===== src/design/kfa_ram.sv =====
// generic single write port, single read port ram with registered read data
// no dependencies
module kfa_ram #(
  parameter int WIDTH = 16,
  parameter int DEPTH = 256
) (
  input  logic                     clk,
  input  logic                     we,
  input  logic [$clog2(DEPTH)-1:0] waddr,
  input  logic [WIDTH-1:0]         wdata,
  input  logic [$clog2(DEPTH)-1:0] raddr,
  output logic [WIDTH-1:0]         rdata
);

  logic [WIDTH-1:0] mem [DEPTH];

  always_ff @(posedge clk) begin
    if (we) begin
      mem[waddr] <= wdata;
    end
    rdata <= mem[raddr];
  end

endmodule


===== config.mk =====
export PLATFORM = sky130hd
export DESIGN_NAME = kfa_ram
export DESIGN_NICKNAME = d
export VERILOG_FILES = /design/src/design/kfa_ram.sv
export SDC_FILE = /design/constraint.sdc
export NUM_CORES = 2
export LEC_CHECK = 0
export BUFFER_PORTS_ARGS = -buffer_cell sky130_fd_sc_hd__buf_2
export CAP_MARGIN = 25
export CORE_UTILIZATION = 40
export DETAILED_ROUTE_END_ITERATION = 12
export SETUP_SLACK_MARGIN = 0.5
export SYNTH_ARGS = -nofsm -noshare
export SYNTH_HDL_FRONTEND = slang
export SYNTH_SLANG_ARGS = --single-unit

===== constraint.sdc =====
create_clock -name clk -period 5.5 [get_ports clk]
set_input_delay 0 -clock clk [delete_from_list [all_inputs] [get_ports clk]]
set_output_delay 0 -clock clk [all_outputs]
set_load 0.01 [all_outputs]

* Word level (Yosys, flattened, before mapping)
Memory sizes are Yosys's and may differ from the RTL's. A register that Yosys moved wholly into a read port is not among the register bits.
Index checks and enable logic that the tools add are counted.
** Storage, ports and cells
- Bits in read-only memories :: 0
- Bits in registers :: 0
- Memory bits (writable) :: 4096
- Latch bits :: 0
- Memories :: 1
- Input bits :: 34
** Memories
- mem :: depth 256, bits a word 16, rd ports 1, clocked after Yosys merged registers in 1, write ports 1, line 15 : logic [WIDTH-1:0] mem [DEPTH];
** Cells by class
- Div/mod/pow operators :: 0
- Shift-type cells :: 0
- $add $sub $neg :: 0
- Bitwise gates (word level) :: 0
- Equal/unequal tests :: 0
- Magnitude comparators :: 0
- $mul :: 0
- Reduce and logical (&&, ||, !) cells :: 0
- Muxes and demuxes :: 2
** Operators with widths (count)
- two-way mux 1 bit :: 2

* Longest topological paths before layout
- Word-level depth :: 2
- Mapped depth :: 12
- Depth with buffers taken out :: 6

* Worst setup path before layout
No wires, ideal clock.
- Path type :: input port to flip-flop
- Start :: input port waddr[3]
- End :: memory mem[235][0], enable pin
- Data arrival time :: 1.777 ns
- Data required time :: 5.112 ns
- Stages :: 6
- Slack :: 3.335 ns
- Cell sequence :: clkbuf_1 -> nor2b_1 -> clkbuf_1 -> nand4_1 -> clkbuf_1 -> nor2_1
** RTL lines
- from (decl) :: line 9 : input logic [$clog2(DEPTH)-1:0] waddr,
- to (decl) :: line 15
No word-level cell before the write port.

==> results.md <==
- TritonCTS clock tree: yes
- Syn Nets: 7394
- Reg area: 123000 um^2
- Detailed placement HPWL: 253000 um
- Pwr dens: 361 nW/um^2
- Post-synth EDFFs: 4096
- DRT Pass-1 Iters: 6
- Min-Delay Startpoint: wdata[6]
- # port buffers: 49
- CP endpoint kind: flop
- Fin crit share: 0.590
- Initial core utilization: 0.403
- Number of synthesized register bits: 4112
- Synth Area per Inst: 21.6 um^2
- R2r endpoint: rdata[15]
- Max_cap viols: 0
- Maximum root-to-sink buffer count: 4
- Width of the chip: 632 um
- Final hold violation count: 0
- Vias: 79.0k
- Vias in the first global route: 78.1k
- CP Data Required Time: 6.32 ns
- Yosys cell types: 52
- Yosys top cell area share: 0.775
- Tot Pwr: 65.4 mW
- Vias per cell: 5.89
- RePlAce Congestion: 0.866
- Slowest cell delay on critical path: 0.96 ns
- Commonest cells post-synth: edfxtp_1, mux4_2, mux2i_1
- Register area share after synthesis: 0.777
- RSZ-0062 raised after global routing: no
- WHS: 0.0524 ns
- RR Startpoint: mem[135][15]
- Top cells by area, synth: edfxtp_1, mux4_2, mux2i_1, o221ai_1, nor2_1
- Area Growth Syn to Fin: 14.3%
- Clock slew at reported path FFs: 0.06 ns
- Final setup vio count: 0
- CP max-delay cell: a221oi_1
- Global-route wire length before repair: 599000 um
- Die height: 632 um
- R2R setup slack: 2.26 ns
- Top-Level Pins: 50
- # fillers: 32.4k
- Critical path cell sequence: mux4_2 -> mux2_2 -> a221oi_1 -> o31ai_1 -> o32ai_1 -> buf_4 -> nor4_1
- Max VDD drop: 0.000281 V
- Worst r2r path cells: 7
- Worst slew pin tran: 1.33 ns
- Resized cells post-CTS: 0
- Post-DP Area: 168000 um^2
- Synth warn: 0
- Initial DRC Count: 9744
- Final Cell Area: 181000 um^2
- Worst setup SP type: flop
- Worst setup path start: mem[135][15]
- Crit-path max FO: 1
- Async S/R FF share, synth: 0
- CTS Buf Count: 413
- Mapped Area: 159000 um^2
- Worst-skew pair later-pin latency: 0.98 ns
- Setup crit end: rdata[15]
- Post-Route Setup TNS: 0 ns
- Fin nets: 7880
- Synthesized instance count: 7360
- Routed WL: 425000 um
- Top-count cell post-synth: edfxtp_1
- Worst slew margin: 0.115
- Multi-input logic area: 33100 um^2
- Post-route ant nets: 0
- Share of cells above drive strength 1: 0.255
- Post CTS Setup Buffer Count: 0
- Arr. time, crit path: 4.06 ns
- Clk root buf: clkbuf_16
- P_leak: 57.1 nW
- Sink Count: 4112
- Gr usage total: 0.209
- Core area: 394000 um^2
- Largest net degree at the start of global routing: 192
- Max-slew violation count: 0
- Top cell type by total area after synthesis: edfxtp_1
- Global route overflow: 0
- Worst hold path type: in -> reg
- H-tree depth: 5
- Fin crit period: 3.24 ns
- Rows: 230
- Die footprint: 399000 um^2
- Critical path class: reg -> reg
- F_max: 0.308 GHz
- Initial antenna violation count: 21
- Final Skew: 0.0530 ns
- Fin cells: 13.4k
- Outcome: finished clean
- DRC errors left: 0
- Wire length per cell: 31.7 um
- DP Cell Count: 12.6k
- Primary FF master, synth: edfxtp_1
how the worst min path moves through the flow:
stage | end | slack, ns | depth (start not counted)
finish | mem[58][6] | 0.05 | 2
global route | mem[246][11] | 0.03 | 4
CTS | rdata[9] | 0.002 | 5
detailed placement | mem[253][10] | 0.46 | 1
global placement | mem[253][10] | 0.45 | 1
floorplan | mem[0][0] | 0.1 | 0
through the flow:
step / utilization / setup slack, ns
5_1_grt: 0.461 / 2.18
3_5_place_dp: 0.426 / 1.36
2_1_floorplan: - / 3.34
3_3_place_gp: 0.424 / 1.36
4_1_cts: 0.460 / 2.29
6_report: 0.461 / 2.26
area by class of cell:
cell class                      count  area share
Sequential cell                  4112       0.680
Multi-Input combinational cell   2792       0.183
Clock buffer                      502      0.0593
Tap cell                         5220      0.0360
Timing Repair Buffer              523      0.0284
Clock inverter                    247      0.0136
Inverter                            4    0.000152
Antenna cell                        9    0.000124
logic make-up after synthesis:
kind of cell	synth area share
buffers and inverters	0.0169
multiplexers	0.155
AND/OR/NAND/NOR	0.0157
flip-flops	0.777
AO/OA/AOI/OAI	0.0354
sequential cells by signal (all words and copies together), names as in the netlist:
signal / count
mem: 4096
rdata: 16
critical path: cells and delay by family (launching register included):
kind                   cells  cell delay [ns]
muxes                      2             0.79
and+or+nand+nor            1             0.05
AOI/OAI and AO/OA          3             1.69
buffers and inverters      1             0.21
DFF                        1             0.38
cell usage in the layout, fill, tap and decap left out, types with 43 or more instances in the layout:
| cell | synthesis | final |
|---|---|---|
| buf_4 | 26 | 344 |
| o22ai_1 | 148 | 148 |
| edfxtp_1 | 4096 | 4096 |
| a22oi_1 | 43 | 43 |
| clkinv_1 | 0 | 103 |
| nor3_1 | 92 | 89 |
| o221ai_1 | 252 | 252 |
| mux2_2 | 88 | 88 |
| mux4_2 | 797 | 797 |
| buf_8 | 11 | 62 |
| nor2_1 | 304 | 188 |
| clkinv_2 | 0 | 66 |
| nor2_2 | 0 | 115 |
| buf_12 | 5 | 45 |
| mux2i_1 | 565 | 565 |
| clkbuf_16 | 0 | 416 |
| clkbuf_1 | 230 | 83 |
| a21oi_1 | 175 | 175 |
what timing repair did:
| action | CTS | global route |
|---|---|---|
| setup endpoints to repair | 0 | 0 |
| hold endpoints to repair | 2977 | 0 |
| hold buffers | 31 | 0 |
power breakdown:
part | switching [mW] | total (mW) | internal, mW
Sequential | 0.0839 | 34.6 | 34.6
Combinational | 2.13 | 3.22 | 1.09
Clock | 11.9 | 27.6 | 15.7
Total | 14.1 | 65.4 | 51.3
routing by layer:
metal	track usage	share of wire
met3	0.0377	0.083
met1	0.292	0.41
met2	0.332	0.47
met4	0.0748	0.039
met5	0	0.00021
Note: power is estimated with default switching activity, not from simulation.
