$ cat src/design/kfa_alu.sv
// shared add/subtract unit with borrow out, used for tick steps and the time search
// no dependencies
module kfa_alu #(
  parameter int W = 24
) (
  input  logic         sub,
  input  logic [W-1:0] a,
  input  logic [W-1:0] b,
  output logic [W-1:0] res,
  output logic         borrow
);

  logic [W:0] sum;

  assign sum    = {1'b0, a} + {1'b0, (sub ? ~b : b)} + {{W{1'b0}}, sub};
  assign res    = sum[W-1:0];
  assign borrow = sub & ~sum[W];

endmodule

$ cat config.mk
export PLATFORM = sky130hd
export DESIGN_NAME = kfa_alu
export DESIGN_NICKNAME = d
export VERILOG_FILES = /design/src/design/kfa_alu.sv
export SDC_FILE = /design/constraint.sdc
export NUM_CORES = 1
export LEC_CHECK = 0
export ABC_CLOCK_PERIOD_IN_PS = 12920
export BUFFER_PORTS_ARGS = -buffer_cell sky130_fd_sc_hd__buf_2
export CORE_MARGIN = 5
export CORE_UTILIZATION = 50
export DETAILED_ROUTE_END_ITERATION = 16
export PLACE_DENSITY = 0.88
export SLEW_MARGIN = 10
export SYNTH_ARGS = -nofsm -noshare
export SYNTH_HDL_FRONTEND = slang
export SYNTH_SLANG_ARGS = --single-unit
$ cat constraint.sdc
create_clock -name vclk -period 12.92
set_clock_uncertainty 0.05 [all_clocks]
set_input_delay 2.584 -clock vclk [all_inputs]
set_output_delay 2.584 -clock vclk [all_outputs]
set_load 0.01 [all_outputs]
Word-level counts from Yosys, hierarchy flattened:

Index checks and enable logic that the tools add are counted.

* bitwise logic cells: 3
* add/sub/neg operators: 2
* muxes and demuxes: 1

Operators by type and width (number)
* $add 24x24->25: 1
* $add 25x1->25: 1
* $mux 24: 1
* $not 24->24: 1
* $and 1x1->1: 1
* $not 1->1: 1

* word-level logic and storage cells: 6
* flip-flop bits (word level): 0
* input bits: 49
* output and inout port bits: 25

Longest topological paths before layout:

Gate-level depths: netlist of the first run.

* depth after elaboration: 6
* mapped depth: 12
* gate-level depth less buffers: 10

Least setup slack after synthesis of the first run:

No wires, ideal clock.

* kind: input port to output port
* start point: input sub
* end point: output res[21]
* data arrival time: 5.091 ns
* path buffers: 2
* slack: 5.195 ns
* cell stages on the path: 11
* data required time: 10.286 ns
* cell sequence: buf_2 -> buf_1 -> xor2_1 -> ha_1 -> a2111o_1 -> o2111ai_2 -> o31ai_2 -> a31o_4 -> a221oi_4 -> a21oi_2 -> xor2_1

* word-level cells in the longest chain between the ends: 3

Ends and longest elaborated chain
* from (decl): RTL line 6 `input logic sub,`
* $mux 24: RTL line 15 `assign sum = {1'b0, a} + {1'b0, (sub ? ~b : b)} + {{W{1'b0}}, sub};`
* $add 24x24->25: RTL line 15
* $add 25x1->25 *: RTL line 15
* to (decl): RTL line 9 `output logic [W-1:0] res,`

Mark *: on every way between the ends. The rest lies on a longest branch, timed or not.

Worst setup path after layout of the first run:

* start point: input sub
* end point: output borrow

* word-level cells in the longest chain between the ends: 5

Ends and longest elaborated chain
* $mux 24: RTL line 15
* $add 24x24->25: RTL line 15
* $add 25x1->25: RTL line 15
* $not 1->1: RTL line 17 `assign borrow = sub & ~sum[W];`
* $and 1x1->1 *: RTL line 17
* to (decl): RTL line 10 `output logic borrow`

Marks and branches as above.

==> results of run 1 <==
[kinds of logic after synthesis]
logic type,share of synthesized area (%)
multiplexers,0.662
adder cells (fa/ha/maj),22.0
AND/OR/NAND/NOR,10.3
buffers and inverters,3.31
XOR/XNOR,26.1
AO/OA/AOI/OAI,37.7
[final timing paths]
kind	startpoint	endpoint	slack, ps	cells past startpoint
setup / recovery	sub	borrow	4850	12
hold / removal	a[0]	res[0]	5410	3
[placed cells by master, fill, tap and decap left out, types with 2 or more instances in the layout]
master	synthesis	layout
xnor2_1	14	14
ha_1	25	25
xor2_1	31	31
o21bai_1	5	5
buf_2	1	74
o21ai_0	7	7
nor2_1	11	11
a21oi_1	26	26
nand2_1	14	14
o21a_1	4	4
a21o_1	8	8
inv_1	9	9
a31oi_1	2	2
o22ai_1	2	2
o31ai_2	2	2
and2_1	2	2
o211ai_1	5	5
nor2b_1	2	2
nand3_1	3	3
[through the flow]
step | std cells | total power, mW
after global placement | 299 | 0.153
after floorplan | 196 | 0.108
after CTS | 299 | 0.156
after detailed placement | 299 | 0.155
final | 299 | 0.156
after global routing | 299 | 0.172
[power by group through the flow]
stage               logic (mW)  clock network [mW]  registers [mW]
floorplan                0.108                   0               0
global placement         0.153                   0               0
detailed placement       0.155                   0               0
CTS                      0.156                   0               0
global route             0.172                   0               0
finish                   0.156                   0               0
[routing by layer]
layer	track usage [%]	up-vias	part of all wire, %
met2	36.8	48	54
met5	0	-	0
met4	1.32	0	0.53
met3	1.04	2	5.2
li1	-	861	-
met1	21.7	771	41
[final cells by class]
type / count / area (um^2)
multi-input combinational: 183 / 1460
timing repair buffer: 74 / 370
tap: 33 / 41.3
fill: 283 / 1070
inverter: 9 / 33.8
[worst max-delay path: stages]
cell,delay [ps]
buf_2,510
xor2_1,270
inv_1,90
fa_1,430
nor2b_1,160
o31a_1,200
a2bb2oi_2,260
a21bo_1,200
a21boi_2,90
o31ai_2,280
a41oi_1,180
buf_2,170
[cells in the mapped netlist (2+ instances only)]
| master | n |
|---|---|
| a21o_1 | 8 |
| a21oi_1 | 26 |
| a31oi_1 | 2 |
| and2_1 | 2 |
| buf_1 | 2 |
| ha_1 | 25 |
| inv_1 | 9 |
| nand2_1 | 14 |
| nand3_1 | 3 |
| nor2_1 | 11 |
| nor2b_1 | 2 |
| o211ai_1 | 5 |
| o21a_1 | 4 |
| o21ai_0 | 7 |
| o21bai_1 | 5 |
| o22ai_1 | 2 |
| o31ai_2 | 2 |
| xnor2_1 | 14 |
| xor2_1 | 31 |
==> metrics.md, run 1 <==
| Metric | Value |
|---|---|
| Status | `finished, final reports clean` |
| Fraction of final layout cells sized beyond drive strength 1 | `32.0%` |
| Clock buf count | `0` |
| Area growth syn-to-layout | `26.2%` |
| Sum Neg Setup Slack | `0 ps` |
| Clk network pwr share | `0%` |
| WP data required | `10,290 ps` |
| Die Span Y | `65.0 um` |
| Vias per cell | `5.63` |
| Total gr overflow | `0` |
| Vias in the first global route | `1,582` |
| # diodes | `0` |
| Die Area | `0.00422 mm^2` |
| Seq_cells | `0` |
| # setup viols final | `0` |
| Lkg Pwr | `0.978 nW` |
| Critical Path AT | `5430 ps` |
| Routability cong. | `0.873` |
| FF+latch area | `0 um^2` |
| Slew margin rel. | `56.6%` |
| Maxcap violations | `0` |
| Largest net degree at the start of global routing | `26` |
| Routed Antenna Nets | `0` |
| Syn Inst Count | `196` |
| Mapped Avg Cell Area | `7.71 um^2` |
| Port bufs | `74` |
| Final hold slack | `5410 ps` |
| Nets | `343` |
| Cells taking the most area after synthesis | `ha_1, xor2_1, a21oi_1, xnor2_1, a21o_1` |
| Warnings, synthesis | `0` |
| GRT Total Usage | `18.3%` |
| Hold Violations, Final | `0` |
| Comb pwr share | `100.0%` |
| Hold Crit Class | `primary input to output pin` |
| Max Transition Viols Final | `0` |
| Wire length of the first global-routing pass | `6560 um` |
| Iteration-0 DRC Markers | `92` |
| Sequential power share | `0%` |
| Setup WS pre-CTS | `4840 ps` |
| Residual DRC | `0` |
| I/O Pins | `74` |
| Crit start category | `primary input` |
| Initial antenna violation count | `0` |
| Initial Util | `50.8%` |
| Final critical-path required period | `8070 ps` |
| Final Cycle Share | `62.4%` |
| Power Internal | `0.0701 mW` |
| # hold bufs at CTS | `0` |
| Sw Pwr | `0.0861 mW` |
| Min setup slack post-route | `4850 ps` |
| Die width | `65.0 um` |
| Crit path capture type | `output pin` |
| Crit-path max FO | `25` |
| Post-route cell area | `0.00191 mm^2` |
| Post-CTS Setup Inserts | `0` |
| WL per Instance | `13.3 um` |
| WS Path Type | `primary input to output pin` |
| Fmax | `124 MHz` |
| Power per cell area | `81.9 mW/mm^2` |
| CTS resizes | `0` |
| Detailed Place HPWL | `3440 um` |
| Rows | `20` |
| Yosys top cell by area | `ha_1` |
| Post-synthesis net count | `271` |
| Finished Core Util | `64.0%` |
| Sw frac | `55.1%` |
| Routed via count | `1,682` |
| Tightest Pin Transition | `651 ps` |
| Drt pass-1 iters | `4` |
| Yosys top cell area share | `20.7%` |
| Seq/Total Area, Yosys | `0%` |
| Unique cell type count in the Yosys netlist | `41` |
| Area after DPL | `0.00191 mm^2` |
| Unrepaired setup endpoints after global routing | `no` |
| Core area | `0.00298 mm^2` |
| Max rail drop VDD | `38.8 uV` |
| Post-Synthesis Cell Area | `0.00151 mm^2` |
| Final WL | `3980 um` |
No activity file was read; power rests on OpenSTA's default activity.
==> run 2: changes to the inputs <==
ABC_CLOCK_PERIOD_IN_PS = 7400   (was 12920)
CORE_UTILIZATION = 45   (was 50)
PLACE_DENSITY = 0.84   (was 0.88)
clock period = 7.4 ns   (was 12.92 ns; I/O delays follow)
==> metrics.md, run 2 (same netlist as run 1, synthesis figures left out) <==
| Metric | Value |
|---|---|
| Drt pass-1 iters | `5 (+1)` |
| Max rail drop VDD | `66.3 uV (+71%)` |
| Port bufs | `74 (unchanged)` |
| # setup viols final | `0 (unchanged)` |
| Area growth syn-to-layout | `27.2%` |
| Nets | `343 (unchanged)` |
| Crit-path cells | `buf_2 > xor2_1 > inv_1 > fa_1 > nor2b_1 > o31a_1 > a2bb2oi_2 > a21bo_1 > a21boi_2 > o31ai_2 > a41oi_1 > buf_2` |
| Iteration-0 DRC Markers | `95 (+3.3%)` |
| Most frequent cells in the layout | `buf_2, xor2_1, a21oi_1` |
| Final WL | `3990 um (+0.40%)` |
| FF+latch area | `0 um^2 (unchanged)` |
| Wire length of the first global-routing pass | `6510 um (-0.75%)` |
| Final critical-path required period | `5880 ps` |
| Unrepaired setup endpoints after global routing | `no` |
| Hold Crit Class | `primary input to output pin` |
| Critical Path AT | `4350 ps (-1080 ps)` |
| Die Area | `0.00462 mm^2 (+9.4%)` |
| Post-route cell area | `0.00192 mm^2 (+0.85%)` |
| M2 GR Usage | `32.3% (-4.5 points)` |
| Seq_cells | `0 (unchanged)` |
| CTS resizes | `0 (unchanged)` |
| Fmax | `170 MHz` |
| Detailed Place HPWL | `3420 um (-0.53%)` |
| WL per Instance | `12.8 um (-3.8%)` |
| Max stage delay on crit path | `520 ps (about the same)` |
| Routed via count | `1,652 (-1.8%)` |
| Met1 Resource Use GR | `20.7% (-1.1 points)` |
| Vias per cell | `5.29 (-5.9%)` |
| Sw frac | `55.1% (about the same)` |
| Power per cell area | `142 mW/mm^2 (+73%)` |
| Crit path capture type | `output pin` |
| Worst path slowest cell | `buf_2` |
| Sum Neg Setup Slack | `0 ps (unchanged)` |
| Area after DPL | `0.00192 mm^2 (+0.85%)` |
| Final hold slack | `3190 ps (-2220 ps)` |
| Clk network pwr share | `0% (unchanged)` |
| Tightest Pin Transition | `663 ps (+12.0 ps)` |
| Hold Violations, Final | `0 (unchanged)` |
| Status | `finished, final reports clean` |
| Residual DRC | `0 (unchanged)` |
| Crit start category | `primary input` |
| Die width | `68.0 um (+4.6%)` |
| GRT Total Usage | `17.0% (-1.3 points)` |
| Power Internal | `0.122 mW (+75%)` |
| Crit-path max FO | `25 (unchanged)` |
| Lkg Pwr | `0.978 nW (unchanged)` |
| I/O Pins | `74 (unchanged)` |
| Sw Pwr | `0.150 mW (+74%)` |
| Initial Util | `46.0% (-4.7 points)` |
| M3 GR Usage | `1.81% (+0.77 points)` |
| Slew margin rel. | `55.8% (-0.80 points)` |
| Fraction of final layout cells sized beyond drive strength 1 | `32.0% (unchanged)` |
| Critical Path End | `borrow` |
| # diodes | `0 (unchanged)` |
| Largest net degree at the start of global routing | `26 (unchanged)` |
| Vias in the first global route | `1,585 (+0.19%)` |
| # hold bufs at CTS | `0 (unchanged)` |
| Initial antenna violation count | `0 (unchanged)` |
| Routability cong. | `0.856 (-2.0%)` |
| Commonest non-fill, non-tap cell in the layout | `buf_2` |
| Sequential power share | `0% (unchanged)` |
| Rows | `21 (+5.0%)` |
| Total gr overflow | `0 (unchanged)` |
| WP data required | `5870 ps (-4420 ps)` |
| Comb pwr share | `100.0% (about the same)` |
| Max Transition Viols Final | `0 (unchanged)` |
| Most frequent CP cell | `buf_2` |
| Maxcap violations | `0 (unchanged)` |
| Final Cycle Share | `79.4%` |
| Core area | `0.00328 mm^2 (+10%)` |
| Die Span Y | `68.0 um (+4.6%)` |
| Routed Antenna Nets | `0 (unchanged)` |
| Post-CTS Setup Inserts | `0 (unchanged)` |
| Clock buf count | `0 (unchanged)` |
| Filler cells | `326 (+15%)` |
| CP startpoint | `sub` |
| Finished Core Util | `58.6% (-5.5 points)` |
| WS Path Type | `primary input to output pin` |
| GR peak layer | `met2` |
run 2: metal layers:
metal | share of wire (%) | up-vias
li1 | - | 857
met3 | 6.9 | 4
met4 | 0.78 | 0
met2 | 49 | 55
met5 | 0 | -
met1 | 43 | 736
run 2: cell type report:
| type | count | area, um^2 | area share [%] |
|---|---|---|---|
| Inverter | 9 | 33.8 | 1.76 |
| Multi-Input combinational cell | 183 | 1460 | 76.0 |
| Tap cell | 46 | 57.6 | 2.99 |
| Timing Repair Buffer | 74 | 370 | 19.3 |
run 2: worst min path at each step:
stage	start	end	slack, ps	depth (start not counted)
finish	a[0]	res[0]	3190	3
global route	a[0]	res[0]	3210	3
CTS	a[0]	res[0]	3190	3
detailed placement	a[0]	res[0]	3190	3
global placement	a[0]	res[0]	3190	3
floorplan	b[0]	res[0]	2990	1
run 2: per-stage QoR:
stage / worst slack, ps / power, mW / cells
floorplan: 1880 / 0.189 / 196
global placement: 1600 / 0.269 / 312
detailed placement: 1490 / 0.272 / 312
CTS: 1490 / 0.273 / 312
global route: 1310 / 0.302 / 312
finish: 1520 / 0.272 / 312
run 2: power by group through the flow:
stage,Sequential (mW),Clock [mW],Combinational [mW]
finish,0,0,0.272
global route,0,0,0.302
CTS,0,0,0.273
detailed placement,0,0,0.272
global placement,0,0,0.269
floorplan,0,0,0.189
run 2: critical path, delay by kind of cell:
family / cells / cell delay [ps]
AND/OR/NAND/NOR: 1 / 160
AO/OA/AOI/OAI: 6 / 1240
XOR/XNOR: 1 / 250
buffers and inverters: 3 / 770
adder cells (fa/ha/maj): 1 / 430
==> run 3: changes to the inputs <==
ABC_CLOCK_PERIOD_IN_PS = 6100   (was 7400)
CORE_UTILIZATION = 49   (was 45)
PLACE_DENSITY = 0.86   (was 0.84)
clock period = 6.1 ns   (was 7.4 ns; I/O delays follow)
==> metrics.md, run 3 (same netlist as run 1, synthesis figures left out) <==
| Metric | Value |
|---|---|
| Max stage delay on crit path | `370 ps (-150 ps)` |
| # hold bufs at CTS | `0 (unchanged)` |
| Post-route cell area | `0.00191 mm^2 (-0.45%)` |
| Vias in the first global route | `1,561 (-1.5%)` |
| CTS resizes | `0 (unchanged)` |
| Routed via count | `1,681 (+1.8%)` |
| GRT Total Usage | `17.5% (+0.52 points)` |
| Initial antenna violation count | `0 (unchanged)` |
| Unrepaired setup endpoints after global routing | `no` |
| Total gr overflow | `0 (unchanged)` |
| Die Span Y | `65.5 um (-3.6%)` |
| Port bufs | `74 (unchanged)` |
| Worst Hold Depth | `3 (unchanged)` |
| Die Area | `0.00430 mm^2 (-7.0%)` |
| Iteration-0 DRC Markers | `90 (-5.3%)` |
| Core area | `0.00300 mm^2 (-8.6%)` |
| Power per cell area | `172 mW/mm^2 (+22%)` |
| Sum Neg Setup Slack | `0 ps (unchanged)` |
| Routed Antenna Nets | `0 (unchanged)` |
| CP top delay family | `compound AO/OA/AOI/OAI gates` |
| Lkg Pwr | `0.983 nW (+0.49%)` |
| Clock buf count | `0 (unchanged)` |
| Wire length of the first global-routing pass | `6440 um (-1.1%)` |
| Final critical-path required period | `5140 ps` |
| Tightest Pin Transition | `312 ps (-352 ps)` |
| Residual DRC | `0 (unchanged)` |
| Most frequent CP cell | `buf_2` |
| WL met3 | `218 um (-20%)` |
| Fmax | `195 MHz` |
| Routability cong. | `0.904 (+5.6%)` |
| Commonest non-fill, non-tap cell in the layout | `buf_2` |
| Post-Route M1 WL | `1660 um (-3.1%)` |
| Slew margin rel. | `78.6% (+23 points)` |
| # diodes | `0 (unchanged)` |
| Crit-path cells | `buf_2 > buf_4 > xor2_1 > ha_1 > o21a_1 > o31a_1 > a2bb2oi_2 > a21bo_1 > a21boi_2 > o31ai_2 > a41oi_1 > buf_2` |
| Critical Path AT | `3870 ps (-480 ps)` |
| WL per Instance | `13.2 um (+2.8%)` |
| Initial Util | `50.3% (+4.3 points)` |
| Min-delay src | `a[0]` |
| Drt pass-1 iters | `4 (-1)` |
| Nets | `344 (+0.29%)` |
| Area after DPL | `0.00191 mm^2 (-0.45%)` |
| Max Transition Viols Final | `0 (unchanged)` |
| Hold Crit Class | `primary input to output pin` |
| Most frequent cells in the layout | `buf_2, xor2_1, a21oi_1` |
| WS Path Type | `primary input to output pin` |
| Fraction of final layout cells sized beyond drive strength 1 | `32.2% (+0.25 points)` |
| PnR Total Power | `0.330 mW (+21%)` |
| Vias per cell | `5.60 (+5.8%)` |
| Largest net degree at the start of global routing | `15 (-42%)` |
| Crit path buf inv count | `3 (unchanged)` |
| Final hold slack | `2670 ps (-517 ps)` |
| Seq_cells | `0 (unchanged)` |
| Crit-path max FO | `14 (-44%)` |
| I/O Pins | `74 (unchanged)` |
| Final WL | `3950 um (-1.1%)` |
| Metal2 WL | `2050 um (+4.1%)` |
| Filler cells | `294 (-9.8%)` |
| # setup viols final | `0 (unchanged)` |
| Final Cycle Share | `84.2%` |
| Area growth syn-to-layout | `26.7%` |
| Multi-input logic area | `0.00146 mm^2 (unchanged)` |
| FF+latch area | `0 um^2 (unchanged)` |
| Detailed Place HPWL | `3450 um (+0.66%)` |
| WP data required | `4830 ps (-1040 ps)` |
| Die width | `65.5 um (-3.6%)` |
| Worst path slowest cell | `ha_1` |
| Hold Violations, Final | `0 (unchanged)` |
| Rows | `20 (-4.8%)` |
| Post-CTS Setup Inserts | `0 (unchanged)` |
| Maxcap violations | `0 (unchanged)` |
| Uppermost layer routed | `met4` |
| Crit path capture type | `output pin` |
| WHS Endpoint | `res[0]` |
| Crit start category | `primary input` |
| Status | `finished, final reports clean` |
| Max rail drop VDD | `95.7 uV (+44%)` |
## run 3: worst max path at each step
stage	from	cells after the start	slack (ps)	to
floorplan	sub	11	1100	res[21]
global placement	sub	12	1000	res[16]
detailed placement	sub	12	940	res[16]
CTS	sub	12	940	res[16]
global route	sub	12	780	borrow
finish	sub	12	960	borrow
## run 3: power breakdown
group | internal (mW) | switching, mW | total [mW]
clock network | 0 | 0 | 0
logic | 0.149 | 0.181 | 0.330
registers | 0 | 0 | 0
total | 0.149 | 0.181 | 0.330
## run 3: worst min-delay path: stages
cell and delay (ps):
buf_2 90, xor2_1 50, buf_2 130
## run 3: area by class of cell
type	instances	area share, %
tap	33	2.16
multi-input combinational	183	76.3
timing repair buffer	75	19.7
inverter	9	1.76
## run 3: metal layers
metal,vias to the layer above,GRT usage (%)
met4,0,1.81
li1,859,-
met3,2,1.54
met1,772,21.0
met2,48,34.4
met5,-,0
## run 3: metrics by stage
| stage | cells | utilization, % | worst slack (ps) |
|---|---|---|---|
| floorplan | 196 | - | 1100 |
| global placement | 300 | 63.7 | 1000 |
| detailed placement | 300 | 63.7 | 942 |
| CTS | 300 | 63.7 | 940 |
| global route | 300 | 63.7 | 781 |
| finish | 300 | 63.7 | 964 |
