`src/design/kfa_pkg.sv`:
```
// shared widths, request and status codes, register indexes and the loop config struct
// for the keyframe animation sequencer; no dependencies
package kfa_pkg;

  localparam int MAX_FRAMES_DEF = 256;
  localparam int TIME_BITS_DEF  = 16;

  localparam int REQ_W  = 3;
  localparam int DUR_W  = 16;
  localparam int TGT_W  = 24;
  localparam int ST_W   = 2;
  localparam int FRM_W  = 8;
  localparam int ELT_W  = 16;
  localparam int LOOP_W = 9;
  localparam int CFG_AW = 4;
  localparam int CFG_DW = 32;

  typedef logic [REQ_W-1:0] req_t;
  typedef logic [ST_W-1:0]  status_t;
  typedef logic [1:0]       reg_idx_t;

  localparam req_t REQ_APPEND = 3'd0;
  localparam req_t REQ_FWD    = 3'd1;
  localparam req_t REQ_BACK   = 3'd2;
  localparam req_t REQ_JUMP_T = 3'd3;
  localparam req_t REQ_JUMP_K = 3'd4;
  localparam req_t REQ_START  = 3'd5;
  localparam req_t REQ_END    = 3'd6;

  localparam status_t ST_OK    = 2'd0;
  localparam status_t ST_END   = 2'd1;
  localparam status_t ST_RANGE = 2'd2;
  localparam status_t ST_FULL  = 2'd3;

  localparam reg_idx_t REG_LOOP_EN    = 2'd0;
  localparam reg_idx_t REG_LOOP_FIRST = 2'd1;
  localparam reg_idx_t REG_LOOP_LAST  = 2'd2;

  localparam logic [LOOP_W-1:0] LOOP_LAST_RST = 9'h1FF;

  typedef struct packed {
    logic              loop_en;
    logic [LOOP_W-1:0] loop_first;
    logic [LOOP_W-1:0] loop_last;
  } loop_cfg_t;

endpackage

```
`src/design/kfa_cfg.sv`:
```
// apb register file for the loop registers
// depends on kfa_pkg
module kfa_cfg import kfa_pkg::*; (
  input  logic              clk,
  input  logic              rst_n,
  input  logic              psel,
  input  logic              penable,
  input  logic              pwrite,
  input  logic [CFG_AW-1:0] paddr,
  input  logic [CFG_DW-1:0] pwdata,
  output logic [CFG_DW-1:0] prdata,
  output logic              pready,
  output loop_cfg_t         cfg
);

  loop_cfg_t cfg_r;
  loop_cfg_t cfg_nxt;
  reg_idx_t  idx;
  logic      wr;

  assign idx    = paddr[CFG_AW-1:2];
  assign wr     = psel & penable & pwrite;
  assign pready = 1'b1;
  assign cfg    = cfg_r;

  always_comb begin
    cfg_nxt = cfg_r;
    if (wr) begin
      case (idx)
        REG_LOOP_EN:    cfg_nxt.loop_en    = pwdata[0];
        REG_LOOP_FIRST: cfg_nxt.loop_first = pwdata[LOOP_W-1:0];
        REG_LOOP_LAST:  cfg_nxt.loop_last  = pwdata[LOOP_W-1:0];
        default:        cfg_nxt = cfg_r;
      endcase
    end
  end

  always_ff @(posedge clk) begin
    if (!rst_n) begin
      cfg_r.loop_en    <= 1'b0;
      cfg_r.loop_first <= '0;
      cfg_r.loop_last  <= LOOP_LAST_RST;
    end else begin
      cfg_r <= cfg_nxt;
    end
  end

  always_comb begin
    case (idx)
      REG_LOOP_EN:    prdata = {{(CFG_DW-1){1'b0}}, cfg_r.loop_en};
      REG_LOOP_FIRST: prdata = {{(CFG_DW-LOOP_W){cfg_r.loop_first[LOOP_W-1]}},
                                cfg_r.loop_first};
      REG_LOOP_LAST:  prdata = {{(CFG_DW-LOOP_W){cfg_r.loop_last[LOOP_W-1]}},
                                cfg_r.loop_last};
      default:        prdata = '0;
    endcase
  end

endmodule
```
`config.mk`:
```
export PLATFORM = sky130hd
export DESIGN_NAME = kfa_cfg
export DESIGN_NICKNAME = d
export VERILOG_FILES = /design/src/design/kfa_pkg.sv /design/src/design/kfa_cfg.sv
export SDC_FILE = /design/constraint.sdc
export NUM_CORES = 1
export LEC_CHECK = 0
export BUFFER_PORTS_ARGS = -buffer_cell sky130_fd_sc_hd__buf_2
export CAP_MARGIN = 20
export CORE_ASPECT_RATIO = 0.7
export CORE_UTILIZATION = 40
export CTS_BUF_LIST = sky130_fd_sc_hd__clkbuf_4
export CTS_CLUSTER_SIZE = 28
export DETAILED_ROUTE_END_ITERATION = 16
export PLACE_DENSITY = 0.86
export SLEW_MARGIN = 20
export SYNTH_ARGS = -nofsm -noshare
export SYNTH_HDL_FRONTEND = slang
export SYNTH_SLANG_ARGS = --single-unit
```
`constraint.sdc`:
```
create_clock -name clk -period 7.91 [get_ports clk]
set_input_delay 2.373 -clock clk [delete_from_list [all_inputs] [get_ports clk]]
set_output_delay 2.373 -clock clk [all_outputs]
set_load 0.02 [all_outputs]
```
After elaboration in Yosys (flattened, before gate mapping)

Cells that the tools add are included.

Equality and inequality tests: 2
Multiplexer cells: 1
Bitwise operators: 2
Reduce and logical (&&, ||, !) cells: 4

Operators by type and width:

| cell               | number |
|---|---|
| $pmux 32 s3        | 1 |
| $reduce_and 2->1   | 3 |
| $and 1x1->1        | 2 |
| $eq 2x1->1 const B | 1 |
| $eq 2x2->1 const B | 1 |
| $logic_not 2->1    | 1 |

Bits in registers: 19
Output and inout port bits: 52
Word-level logic and storage cells: 12

Longest topological paths before layout

Gate-level depths: netlist of run 1.

Depth after elaboration: 3
Depth in mapped cells: 5

Least setup slack after synthesis of run 1

Ideal clock, no wire load.

Kind: input port to output port
Start point: input port paddr[3]
End point: output port prdata[10]
Arrival: 3.658 ns
Required time: 5.537 ns
Slack: 1.879 ns
Stages: 5
Path buffers: 3
Cells stage by stage: nor2b_1 > buf_4 > buf_4 > a22o_1 > buf_4

Cells in the longest elaborated chain, start to end: 2
Elaborated cells on any way between the ends: 4

Ends and longest elaborated chain:

| item                               | RTL line      | text |
|---|---|---|
| from (decl)                        | kfa_cfg.sv:9  | `input logic [CFG_AW-1:0] paddr,` |
| $eq 2x2->1 (tied with other cells) | kfa_cfg.sv:49 | `case (idx)` |
| $pmux 32 s3 *                      | kfa_cfg.sv:49 |  |
| to (decl)                          | kfa_cfg.sv:11 | `output logic [CFG_DW-1:0] prdata,` |

Mark *: on every way between the ends. The rest lies on a longest branch, timed or not.

Worst setup path in the final report of run 1

Start point: input port paddr[2]
End point: output port prdata[17]

Same word-level chain as after synthesis.

==> impl_metrics.tcl, run 1 <==
set metrics [dict create \
    max_stage_delay_ns 0.49 \
    drv_cap 0 \
    firstDrtPassIters 4 \
    ys_warn_count 0 \
    layout_min_cycle_time_ns 5.90 \
    post-place-ws_ns 1.98 \
    grt_max_degree 29 \
    worstPathArrival_ns 3.53 \
    nFillCells 261 \
    port_buffers 66 \
    rows 15 \
    drc 0 \
    crit_path_cell_trace "buf_2, nor2b_4, a22o_1, buf_2" \
    path_delay_family "compound AO/OA/AOI/OAI gates" \
    fin_cells 198 \
    p_leak_nw 0.689 \
    cts_tree "built" \
    slew_viol_final 0 \
    start_util_pct 44.5 \
    relSlewSlack_pct 64.1 \
    setup-violations-final 0 \
    fin_ws_ns 2.01 \
    antenna_found_initial 0 \
    power.density_mw_per_mm2 149 \
    worst-path-buf-inv 2 \
    synth_fp_nets 167 \
    cts_buffers 3 \
    viasPerCell 4.64 \
    hold_path_class "reg2reg" \
    die-area_sq_mm 0.00311 \
    hold_slack_ns 0.478 \
    multi_input_area_sq_um 474 \
    worst_pin_slew_ns 0.538 \
    num_vias 919 \
    die_w_microns 66.2 \
    layout_common_cells "buf_2, nand2_1, dfxtp_1" \
    status "complete, no violations" \
    fp.coreArea_sq_mm 0.00259 \
    ant_nets 0 \
    clock_latency_ns 0.29 \
    crit_path_frequent_cell "buf_2" \
    end_kind "output pin" \
    path_class "in2out" \
    drive_gt1_share_pct 50.6 \
    dp.final_hpwl_microns 1730 \
    num-nets-final 206 \
    drt_iter0_markers 39 \
    p_total_uw 194 \
    final_common_cell "buf_2" \
    syn2layout_area_growth_pct 12.4 \
    path_max_fanout 24 \
    grt_overflow 0 \
    place_congestion 0.701 \
    cts.sinks 19 \
    wl_per_cell_microns 11.6 \
    clockRootBuffer "clkbuf_4" \
    seqCellArea_sq_um 380 \
    diodes 0 \
    syn_inst 126 \
    synth_top_area_share_pct 33.0 \
    clkTransAtPathRegs_ns 0.11 \
    clockBufferDepth 2 \
    chipHeight_microns 46.9 \
    ctsHtreeMaxLevel 1 \
    fin_worst_skew_ns 0 \
    post_cts_buffers 0 \
    wirelength_microns 2300 \
    grt_pass1_vias 746 \
    cts_hold_buf 0 \
    cp.required_ns 5.54 \
    critPathSlowestCell "a22o_1" \
    startpoint_type "input port" \
    yosys.area.top_type "dfxtp_1" \
    placed_cells 194 \
    ir_drop_mv 0.0532 \
    grt_first_pass_wirelength_microns 3310 \
    ios 93 \
    fin_tns_setup_ns 0 \
    netlist-cell-type-count 20 \
    synth_area_leaders "dfxtp_1, buf_4, o211ai_2" \
    largest_register_ffs 19 \
    syn_area_sq_mm 0.00115 \
    synth.yosys.seq_area_share_pct 33.0 \
    synth_seq_cells 19 \
    hold_violations 0 \
    rsz0062_at_grt "no" \
    ctsResizeCount 0 \
    fin_crit_sh_pct 74.6 \
    track_usage_pct 14.4 \
    syn_area_per_cell_sq_um 9.16 \
    timing.fmax_mhz 169 \
]
## power breakdown
part | switching [mW] | leakage (nW) | total [mW] | internal (mW)
clock | 0.0312 | 0.0177 | 0.0500 | 0.0188
sequential | 0.00115 | 0.154 | 0.0985 | 0.0973
combinational | 0.0300 | 0.517 | 0.0451 | 0.0151
total | 0.0623 | 0.689 | 0.194 | 0.131
## kinds of logic (layout without fill, tap and decap cells)
| family | count (synthesis) | count (layout) | synth area share (%) |
|---|---|---|---|
| compound gates | 20 | 20 | 17.8 |
| simple gates | 34 | 34 | 14.3 |
| flops | 19 | 19 | 33.0 |
| mux | 10 | 10 | 8.68 |
| buf+inv | 42 | 80 | 25.9 |
| other cells | 1 | 1 | 0.325 |
## per-stage QoR
| step | area [sq um] | util (%) |
|---|---|---|
| after global placement | 1270 | 49.0 |
| after CTS | 1300 | 50.0 |
| after floorplan | 1150 | - |
| after detailed placement | 1270 | 49.0 |
| after global routing | 1300 | 50.0 |
| final | 1300 | 50.0 |
## cells in the mapped netlist
cell type  instances
a22o_1             8
and2_4             2
and3_1             1
buf_12             2
buf_2              3
buf_4             26
buf_6              1
clkbuf_1           1
conb_1             1
dfxtp_1           19
inv_1              9
mux2i_1           10
nand2_1           19
nand3_1           10
nor2b_1            1
nor2b_4            1
o211ai_2           9
o21ai_0            1
o311ai_0           1
o41ai_1            1
## layout make-up
class                           instances  share of cell area (%)
Clock buffer                            3                    1.74
Sequential cell                        19                    29.3
Multi-Input combinational cell         65                    36.6
Timing Repair Buffer                   67                    26.1
Inverter                                9                    2.61
Tap cell                               34                    3.28
Clock inverter                          1                   0.386
## worst min-delay path, cell delays in order (launching register included)
cell and delay (ns):
dfxtp_1 0.33, nand2_1 0.05, mux2i_1 0.05
## path summary, 6_finish.rpt
check,slack (ns),startpoint,cells past startpoint,endpoint
worst max-delay path,2.01,paddr[2],4,prdata[17]
worst min-delay path,0.48,cfg[9]$_SDFFE_PN0P_,2,cfg[9]$_SDFFE_PN0P_
worst max register to register,7.20,cfg[18]$_SDFFE_PN0P_,2,cfg[18]$_SDFFE_PN0P_
worst min register to register,0.48,cfg[9]$_SDFFE_PN0P_,2,cfg[9]$_SDFFE_PN0P_
## per-layer routing
metal	routed length [microns]	part of all wire (%)	track usage [%]
met5	0	0	0
met1	1060	46	16.8
met2	1080	47	26.9
met3	135	5.9	3.16
met4	24	1.0	5.11
(Power assumes the default switching activity.)
==> inputs of run 2 (changes only) <==
--- a/config.mk
+++ b/config.mk
@@ -8,11 +8,11 @@
 export BUFFER_PORTS_ARGS = -buffer_cell sky130_fd_sc_hd__buf_2
 export CAP_MARGIN = 20
 export CORE_ASPECT_RATIO = 0.7
-export CORE_UTILIZATION = 40
+export CORE_UTILIZATION = 36
 export CTS_BUF_LIST = sky130_fd_sc_hd__clkbuf_4
 export CTS_CLUSTER_SIZE = 28
 export DETAILED_ROUTE_END_ITERATION = 16
-export PLACE_DENSITY = 0.86
+export PLACE_DENSITY = 0.82
 export SLEW_MARGIN = 20
 export SYNTH_ARGS = -nofsm -noshare
 export SYNTH_HDL_FRONTEND = slang
==> constraint.sdc (replaced) <==
create_clock -name clk -period 4.9 [get_ports clk]
set_input_delay 1.47 -clock clk [delete_from_list [all_inputs] [get_ports clk]]
set_output_delay 1.47 -clock clk [all_outputs]
set_load 0.02 [all_outputs]
==> impl_metrics.tcl, run 2 (synthesis gave the netlist of run 1 again) <==
set metrics [dict create \
    drv_cap 0 \
    chipHeight_microns 49.4 \
    clockBufferDepth 2 \
    nFillCells 291 \
    fin_crit_sh_pct 84.9 \
    die_w_microns 69.7 \
    wl_per_cell_microns 11.5 \
    wirelength_microns 2300 \
    port_buffers 66 \
    status "complete, no violations" \
    cts_buffers 3 \
    ant_nets 0 \
    firstDrtPassIters 3 \
    slew_viol_final 0 \
    hold_path_class "reg2reg" \
    antenna_found_initial 0 \
    rsz0062_at_grt "no" \
    viasPerCell 4.77 \
    final_util_pct 44.5 \
    ir_drop_mv 0.126 \
    startpoint_type "input port" \
    clkTransAtPathRegs_ns 0.10 \
    worstPathArrival_ns 2.69 \
    final_common_cell "buf_2" \
    grt_max_degree 29 \
    fp.coreArea_sq_mm 0.00292 \
    clockRootBuffer "clkbuf_4" \
    drive_gt1_share_pct 50.6 \
    hold_slack_ns 0.481 \
    hold_violations 0 \
    layout_min_cycle_time_ns 4.16 \
    start_util_pct 39.5 \
    ios 93 \
    path_max_fanout 24 \
    cts_tree "built" \
    ctsResizeCount 0 \
    place_congestion 0.713 \
    place_area_sq_mm 0.00127 \
    diodes 0 \
    p_total_uw 312 \
    drt_iter0_markers 11 \
    grt_first_pass_wirelength_microns 3650 \
    num-nets-final 206 \
    fin_tns_setup_ns 0 \
    cts.sinks 19 \
    layout_common_cells "buf_2, nand2_1, dfxtp_1" \
    power.density_mw_per_mm2 240 \
    end_kind "output pin" \
    syn2layout_area_growth_pct 12.8 \
    p_leak_nw 0.685 \
    clock_latency_ns 0.30 \
    final_cell_area_sq_mm 0.00130 \
    track_usage_pct 13.7 \
    path_class "in2out" \
    num_vias 953 \
    cp.required_ns 3.43 \
    drc 0 \
    relSlewSlack_pct 63.2 \
    grt_pass1_vias 794 \
    worst_pin_slew_ns 0.551 \
    dp.final_hpwl_microns 1660 \
    fin_worst_skew_ns 0 \
    post_cts_buffers 0 \
    cts_hold_buf 0 \
    ctsHtreeMaxLevel 1 \
    die-area_sq_mm 0.00344 \
    timing.fmax_mhz 240 \
    grt_overflow 0 \
    rows 16 \
    largest_register_ffs 19 \
    setup-violations-final 0 \
]
[run 2: cell type report]
type	instances	area, sq um	area share (%)
Sequential cell	19	380	29.2
Tap cell	36	45.0	3.46
Clock inverter	1	7.51	0.577
Multi-Input combinational cell	65	474	36.4
Clock buffer	3	22.5	1.73
Inverter	9	33.8	2.60
Timing Repair Buffer	67	338	26.0
[run 2: through the flow]
step                setup WS [ns]  instances
global route                0.585        200
detailed placement          0.695        196
global placement            0.744        196
CTS                         0.695        200
finish                      0.739        200
floorplan                   0.675        126
[run 2: metal layers]
layer | share of wire, % | track usage (%) | vias up
met1 | 48 | 15.8 | 426
met3 | 8.7 | 5.17 | 0
met4 | 0 | 1.00 | 0
met5 | 0 | 0 | -
li1 | - | - | 475
met2 | 44 | 25.4 | 52
[run 2: power breakdown]
part	internal, mW	total (mW)	switching [mW]
registers	0.157	0.159	0.00191
clock network	0.0311	0.0807	0.0495
logic	0.0243	0.0727	0.0484
total	0.212	0.312	0.0998
[run 2: worst max-delay path, stage by stage]
cell	delay, ns
buf_2	0.13
nor2b_4	0.31
a22o_1	0.52
buf_2	0.26
[run 2: worst paths after layout]
| kind | start | end | slack (ns) | depth (start not counted) |
|---|---|---|---|---|
| max reg2reg | cfg[18]$_SDFFE_PN0P_ | cfg[18]$_SDFFE_PN0P_ | 4.21 | 2 |
| min reg2reg | cfg[11]$_SDFFE_PN0P_ | cfg[11]$_SDFFE_PN0P_ | 0.48 | 2 |
| min | cfg[11]$_SDFFE_PN0P_ | cfg[11]$_SDFFE_PN0P_ | 0.48 | 2 |
| max | paddr[2] | prdata[21] | 0.74 | 4 |
==> inputs of run 3 (changes only) <==
--- a/config.mk
+++ b/config.mk
@@ -8,11 +8,11 @@
 export BUFFER_PORTS_ARGS = -buffer_cell sky130_fd_sc_hd__buf_2
 export CAP_MARGIN = 20
 export CORE_ASPECT_RATIO = 0.7
-export CORE_UTILIZATION = 36
+export CORE_UTILIZATION = 40
 export CTS_BUF_LIST = sky130_fd_sc_hd__clkbuf_4
 export CTS_CLUSTER_SIZE = 28
 export DETAILED_ROUTE_END_ITERATION = 16
-export PLACE_DENSITY = 0.82
+export PLACE_DENSITY = 0.86
 export SLEW_MARGIN = 20
 export SYNTH_ARGS = -nofsm -noshare
 export SYNTH_HDL_FRONTEND = slang
==> constraint.sdc (replaced) <==
create_clock -name clk -period 4.1 [get_ports clk]
set_input_delay 1.23 -clock clk [delete_from_list [all_inputs] [get_ports clk]]
set_output_delay 1.23 -clock clk [all_outputs]
set_load 0.02 [all_outputs]
==> impl_metrics.tcl, run 3 (synthesis gave the netlist of run 1 again) <==
set metrics [dict create \
    path_class "in2out" \
    clock_latency_ns 0.30 \
    viasPerCell 4.70 \
    relSlewSlack_pct 64.4 \
    startpoint_type "input port" \
    min_path_cells 2 \
    grt_overflow 0 \
    rr_endpoint "cfg[18]$_SDFFE_PN0P_" \
    rsz0062_at_grt "no" \
    drc 0 \
    timing.fmax_mhz 276 \
    layout_common_cells "buf_2, nand2_1, dfxtp_1" \
    diodes 0 \
    die_w_microns 66.2 \
    cts_hold_buf 0 \
    place_congestion 0.690 \
    hold_end "cfg[17]$_SDFFE_PN0P_" \
    grt_pass1_vias 798 \
    max_stage_delay_ns 0.50 \
    firstDrtPassIters 4 \
    r2r_cells 2 \
    ant_nets 0 \
    clockRootBuffer "clkbuf_4" \
    r2r_setup_slack_ns 3.42 \
    cp.required_ns 2.87 \
    nFillCells 269 \
    end_kind "output pin" \
    drv_cap 0 \
    grt_max_degree 29 \
    critPathSlowestCell "a22o_1" \
    antenna_found_initial 0 \
    wirelength_microns 2300 \
    ctsHtreeMaxLevel 1 \
    ctsResizeCount 0 \
    largest_register_ffs 19 \
    slew_viol_final 0 \
    r2r_start "cfg[18]$_SDFFE_PN0P_" \
    drt_iter0_markers 28 \
    start_util_pct 44.5 \
    worst_pin_slew_ns 0.534 \
    num_vias 931 \
    status "complete, no violations" \
    cts_tree "built" \
    clkTransAtPathRegs_ns 0.10 \
    drive_gt1_share_pct 50.6 \
    hold_violations 0 \
    ios 93 \
    path_max_fanout 24 \
    chipHeight_microns 46.9 \
    power.density_mw_per_mm2 291 \
    min_from "cfg[17]$_SDFFE_PN0P_" \
    track_usage_pct 15.1 \
    worstPathArrival_ns 2.40 \
    fin_tns_setup_ns 0 \
    ir_drop_mv 0.112 \
    p_leak_nw 0.689 \
    cts.sinks 19 \
    post_cts_buffers 0 \
    clockBufferDepth 2 \
    hold_slack_ns 0.484 \
    grt_first_pass_wirelength_microns 3490 \
    fin_crit_sh_pct 88.5 \
    num-nets-final 206 \
    syn2layout_area_growth_pct 12.6 \
    hold_path_class "reg2reg" \
    fp.coreArea_sq_mm 0.00259 \
    die-area_sq_mm 0.00311 \
    port_buffers 66 \
    final_common_cell "buf_2" \
    layout_min_cycle_time_ns 3.63 \
    dp.final_hpwl_microns 1740 \
    crit_path_cell_trace "buf_2, nor2b_4, a22o_1, buf_2" \
    rows 15 \
    setup-violations-final 0 \
    cts_buffers 3 \
    fin_worst_skew_ns 0 \
    crit_path_frequent_cell "buf_2" \
    wl_per_cell_microns 11.6 \
]
-- run 3: worst max-delay path by stage --
stage | start | endpoint | slack (ns) | depth (start not counted)
3_5_place_dp | paddr[2] | prdata[23] | 0.44 | 4
6_report | paddr[2] | prdata[17] | 0.47 | 4
4_1_cts | paddr[2] | prdata[23] | 0.44 | 4
2_1_floorplan | paddr[3] | prdata[10] | 0.35 | 5
3_3_place_gp | paddr[2] | prdata[15] | 0.49 | 4
5_1_grt | paddr[2] | prdata[11] | 0.28 | 4
-- run 3: per-stage QoR --
step,setup WS [ns],std cells,instance area [sq um],util (%),power (mW)
final,0.472,198,1300,50.1,0.379
after global placement,0.488,194,1270,49.0,0.281
after detailed placement,0.441,194,1270,49.0,0.282
after floorplan,0.355,126,1150,-,0.272
after CTS,0.436,198,1300,50.1,0.382
after global routing,0.282,198,1300,50.1,0.399
-- run 3: cell type report --
type	instances	area, sq um	area share (%)
Sequential cell	19	380	29.3
Tap cell	34	42.5	3.28
Inverter	9	33.8	2.60
Timing Repair Buffer	67	338	26.0
Clock buffer	4	30.0	2.31
Multi-Input combinational cell	65	474	36.5
-- run 3: power by group --
group	total [mW]	internal [mW]	switching, mW
sequential	0.190	0.188	0.00234
clock	0.102	0.0445	0.0575
combinational	0.0865	0.0291	0.0574
-- run 3: worst max-delay path: cells and delay by family --
kind,cells,cell delay [ns]
compound gates,1,0.50
buf+inv,2,0.39
simple gates,1,0.28
-- run 3: layer usage --
layer | global-route usage [%] | part of all wire (%) | up-vias
met2 | 28.4 | 51 | 32
met5 | 0 | 0 | -
li1 | - | - | 474
met3 | 4.37 | 6.3 | 0
met4 | 5.53 | 0 | 0
met1 | 16.8 | 43 | 425
